[src/rtl/scp_pkg.sv]
// ----------------------------------------------------------------------------
// scp_pkg
// Constants shared by the sine/cosine polynomial unit: fixed-point format,
// pi constants and the odd-polynomial coefficients, all with 30 fraction bits.
// ----------------------------------------------------------------------------
package scp_pkg;

  localparam int FRAC_BITS = 30;

  localparam logic signed [31:0] K_HALF_PI = 32'sd1686629713;
  localparam logic signed [33:0] K_PI      = 34'sd3373259426;
  localparam logic signed [33:0] K_TWO_PI  = 34'sd6746518852;
  localparam logic        [27:0] K_INV_2PI = 28'd170891319;
  localparam logic signed [31:0] K_ONE     = 32'sd1073741824;

  localparam logic signed [31:0] K_C1 = -32'sd178956970;
  localparam logic signed [31:0] K_C2 = 32'sd8947847;
  localparam logic signed [31:0] K_C3 = -32'sd213040;
  localparam logic signed [31:0] K_C4 = 32'sd2956;

  localparam logic signed [31:0] VALUE_MAX = 32'sh7FFF_FFFF;
  localparam logic signed [31:0] VALUE_MIN = 32'sh8000_0000;

endpackage

[src/rtl/scp_fxmul.sv]
// ----------------------------------------------------------------------------
// scp_fxmul
// Pipelined Q.30 multiply, rounded to nearest with ties away from zero.
// Four register stages: magnitudes, product, rounding, sign.
// ----------------------------------------------------------------------------
module scp_fxmul #(
  parameter int AW = 32,
  parameter int BW = 32,
  parameter int RW = 32
) (
  input  logic                 clk,
  input  logic                 en,
  input  logic signed [AW-1:0] a,
  input  logic signed [BW-1:0] b,
  output logic signed [RW-1:0] y
);
  import scp_pkg::*;

  localparam int PW = AW + BW;
  localparam int MW = PW - FRAC_BITS + 1;
  localparam logic [PW:0] RND = (PW + 1)'(1) << (FRAC_BITS - 1);

  logic                 neg1;
  logic        [AW-1:0] ma;
  logic        [BW-1:0] mb;
  logic                 neg2;
  logic        [PW-1:0] prod;
  logic                 neg3;
  logic        [MW-1:0] mag3;
  logic          [PW:0] rsum;
  logic signed [RW-1:0] res;

  assign rsum = {1'b0, prod} + RND;
  assign res  = $signed({1'b0, mag3[RW-2:0]});

  always_ff @(posedge clk) begin
    if (en) begin
      neg1 <= a[AW-1] ^ b[BW-1];
      ma   <= a[AW-1] ? AW'(-a) : AW'(a);
      mb   <= b[BW-1] ? BW'(-b) : BW'(b);
      neg2 <= neg1;
      prod <= PW'(ma) * PW'(mb);
      neg3 <= neg2;
      mag3 <= rsum[PW:FRAC_BITS];
      y    <= neg3 ? -res : res;
    end
  end

endmodule

[config.mk]
export PLATFORM = sky130hd
export DESIGN_NAME = scp_fxmul
export DESIGN_NICKNAME = d
export VERILOG_FILES = /design/src/rtl/scp_pkg.sv /design/src/rtl/scp_fxmul.sv
export SDC_FILE = /design/constraint.sdc
export NUM_CORES = 2
export LEC_CHECK = 0
export BUFFER_PORTS_ARGS = -buffer_cell sky130_fd_sc_hd__buf_2
export CAP_MARGIN = 20
export CORE_MARGIN = 2
export CORE_UTILIZATION = 50
export DETAILED_ROUTE_END_ITERATION = 7
export PLACE_DENSITY_LB_ADDON = 0.12
export SYNTH_ARGS = -nofsm -noshare
export SYNTH_HDL_FRONTEND = slang
export SYNTH_SLANG_ARGS = --single-unit
[constraint.sdc]
create_clock -name clk -period 18.5 [get_ports clk]
set_clock_uncertainty 0.2 [all_clocks]
set_input_delay 2.775 -clock clk [delete_from_list [all_inputs] [get_ports clk]]
set_output_delay 2.775 -clock clk [all_outputs]
set_load 0.02 [all_outputs]
After elaboration in Yosys (flattened, before gate mapping)
Index checks and enable logic that the tools add are counted.

Input bits: 66. Output and inout bits: 32. Memories: 0. Word-level logic and storage cells: 20. Memory bits (read-only): 0. Flip-flop bits (word level): 191. Memory bits (writable): 0. Latch bits: 0.

Multipliers: 1. Divide/modulo/power cells: 0. Equality and inequality tests: 0. Multiplexer cells: 3. Add/subtract/negate cells: 4. Bitwise operators: 1. $lt $le $gt $ge: 0. Shift-type cells: 0. Reduce and logical (&&, ||, !) cells: 0.

Operators with widths (number): $mux W31 (3); $neg A32 Y32 (2); $add A61 B30 Y61 const B (1); $mul A32 B32 Y61 (1); $neg A31 Y32 (1); $xor A1 B1 Y1 (1).

Logic depth before layout (Yosys ltp)
Depth after elaboration: 2. Mapped depth: 27.

Worst setup path after synthesis
OpenSTA, ideal clock, no wires.

Path type: reg2reg. From: register ma[31]. To: register prod[60] (data pin). Path slack: 10.901 ns. Path buffers: 2. Data arrival time: 7.139 ns. Period minus slack after synthesis: 7.599 ns. Stages on the path, launching flop included: 27. Path through: edfxtp_1 -> clkbuf_1 -> clkbuf_1 -> nand2_1 -> fa_1 -> inv_1 -> fa_1 -> fa_1 -> inv_1 -> fa_1 -> inv_1 -> fa_1 -> fa_1 -> fa_1 -> inv_1 -> fa_1 -> inv_1 -> ha_1 -> nand2_1 -> nor3_1 -> and2_1 -> nand3_1 -> or3b_2 -> a31oi_1 -> a21oi_1 -> o21bai_1 -> xnor2_1.

Cells in the longest elaborated chain, start to end: 1.

RTL lines: from (decl) (RTL line scp_fxmul.sv:24) `logic [AW-1:0] ma;`; from (signal assigned) (RTL line scp_fxmul.sv:39) `ma <= a[AW-1] ? AW'(-a) : AW'(a);`; $mul A32 B32 Y61 (RTL line scp_fxmul.sv:42) `prod <= PW'(ma) * PW'(mb);`; to (signal assigned) (RTL line scp_fxmul.sv:42); to (decl) (RTL line scp_fxmul.sv:27) `logic [PW-1:0] prod;`.

Every way passes these cells. A chain may end at the register's enable or synchronous reset.

Worst setup path in the final report
From: register ma[10]. To: register prod[60] (data pin).

The elaborated chain is that of the path after synthesis.

==> run metrics <==
# rows=a little over 100; reg2reg setup slack=~9.6 ns; worst-skew pair later-pin latency=about 0.5 ns; crit end category=register; syn nets=around 5.2k; Post-CTS Resized=0; detailed placement HPWL=between 70 and 80 mm; total wire length=105 mm; initial antenna violation count=7; Max-cap violations=0; Fmax=roughly 110 MHz; YS warnings=0; largest net degree at the start of global routing=a little under 90; clock sinks=162; htree depth=4; ys flop type=edfxtp_1; I/O pin count=98; Core Region=77300 um^2; port bufs=between 90 and 100; routability congestion estimate=between 0.9 and 1; Tightest Pin Transition=just over 1 ns; ys async rst share=0%; post-layout min period=between 8 and 9 ns; nature of the critical path startpoint=register; CP required=about 19 ns; WP data arrival=between 8 and 9 ns; kind of critical path=reg2reg; Overall Global Routing Usage=a little over a quarter; Initial Util=approximately half; GRT overflow=0; TNS Setup=0 ns; Syn Area/Cell=just under 10 um^2; Final setup viols=0; Antenna Nets Post-Route=0; Post-synth EDFFs=around 160; clock buffer count from CTS=17; vias in the first global route=about 29k; layout net count=between 5k and 6k; final hold vios=0; CTS root buffer=clkbuf_16; Cell Area, Synth=slightly below 40000 um^2; post-route clock period utilization=between 40 and 50%; Hold-fix buffers, CTS=0; RSZ-0062 raised after global routing=no; area delta synth->final=5.54%; Reg clk slew, reported paths=0.10 ns; die area=80300 um^2; vias=26.8k; Slew Limit Fails=0; synth unique cells=51; TritonCTS clock tree=done; Rel. slew slack=about a third; #FFs+latches synth=162; drt first pass iters=5; die width=283 um; Hold Crit Class=reg2reg; clock tree buffer depth=2; Seq/Total Area, Yosys=12.5%; violation count after the first detailed-route iteration=1854; Die Height=between 200 and 300 um; status=finished, final reports clean; average wire per standard cell=approximately 21 um; Post-CTS Setup Bufs=0; global-route wire length before repair=roughly 170 mm; vias per inst=about 5.3; # DRC=0; Syn Inst Count=3998; ratio of cells with drive above 1 in the final layout=5.29%; Max Fanout on Critical Path=18
## final timing paths
path / startpoint / end / cells after the start
worst max register to register: ma[10] / prod[60] / 23
worst max-delay path: ma[10] / prod[60] / 23
worst min-delay path: neg2 / neg3 / 0
worst min register to register: neg2 / neg3 / 0
## flip-flops by register name, summed over array words and instances, names as in the netlist
| name | flops |
|---|---|
| neg1 | 1 |
| y | 32 |
| mb | 32 |
| neg2 | 1 |
| mag3 | 31 |
| prod | 32 |
| neg3 | 1 |
| ma | 32 |
## cell type report
type	instances	area [um^2]
fill	7211	36200
multi-input combinational	2751	30100
sequential	162	4860
inverter	882	3310
tap	1040	1300
timing repair buffer	164	1010
clock buffer	17	425
clock inverter	15	178
antenna	1	2.50
## metal layers
metal  routed length (um)  GRT usage (%)  part of all wire, %  up-vias
met3                 6620           3.52                  6.3      178
li1                     -              -                    -    11800
met1                44900           38.2                   43    13900
met2                50200           44.6                   48      896
met4                 3710           9.30                  3.5        2
met5                   33              0                0.031        -
## metrics by stage
stage | util [%] | area [um^2] | setup slack (ns) | hold WS [ns] | cells
6_report | 53.2 | 41200 | 9.56 | 0.210 | 5032
5_1_grt | 53.2 | 41200 | 9.15 | 0.240 | 5031
4_1_cts | 53.2 | 41100 | 9.62 | 0.213 | 5030
3_5_place_dp | 52.4 | 40500 | 9.66 | 0.206 | 4998
3_3_place_gp | 52.4 | 40500 | 9.76 | 0.203 | 4998
2_1_floorplan | - | 39000 | 10.90 | 0.200 | 3998
## cell usage after synthesis (21+ instances only)
cell type | number | area share, %
inv_1 | 882 | 8.5
xnor2_1 | 125 | 2.8
a21o_1 | 21 | 0.40
o21ai_0 | 53 | 0.68
nand3_1 | 27 | 0.35
nor2_1 | 39 | 0.38
fa_1 | 893 | 46
a21oi_1 | 44 | 0.56
clkbuf_1 | 202 | 1.9
edfxtp_1 | 162 | 12
xor2_1 | 29 | 0.65
ha_1 | 241 | 7.7
and2_1 | 589 | 9.4
nand2_1 | 513 | 4.9
## worst max-delay path: stages (launching register included)
cell and delay (ns):
edfxtp_1 1.03, buf_4 0.45, nand2_1 0.13, fa_1 0.55
inv_1 0.05, fa_1 0.56, fa_1 0.45, fa_1 0.51
fa_1 0.43, fa_1 0.46, fa_1 0.49, inv_1 0.05
fa_1 0.48, inv_1 0.04, ha_1 0.38, nand2_1 0.13
nor3_1 0.29, and2_1 0.19, nand3_1 0.08, or3b_2 0.55
a31oi_1 0.62, a21oi_1 0.23, o21bai_1 0.21, xnor2_1 0.08
## logic make-up (layout without fill, tap and decap cells)
group | after synthesis | in the layout | share of synthesized area, %
xor gates and xnor gates | 154 | 154 | 3.46
other | 0 | 1 | 0
adders and majority gates | 1134 | 1134 | 53.6
AOI/OAI and AO/OA | 197 | 197 | 3.27
buffers and inverters | 1085 | 1078 | 10.4
and+or+nand+nor | 1266 | 1266 | 16.8
DFF | 162 | 162 | 12.5
## cell usage in the layout, fill, tap and decap left out, drive strengths merged, types with 15 or more instances in the layout
master / count
nor3: 18
and2: 589
ha: 241
a21o: 21
and3: 15
edfxtp: 162
or3: 18
nand2: 513
fa: 893
xnor2: 125
inv: 892
clkbuf: 17
o21ai: 53
nand3: 27
nor2: 39
o31ai: 20
xor2: 29
a21oi: 44
buf: 164
Power is not shown: default switching activity piles up to over one toggle a cycle in this logic, so the estimate is an artifact.
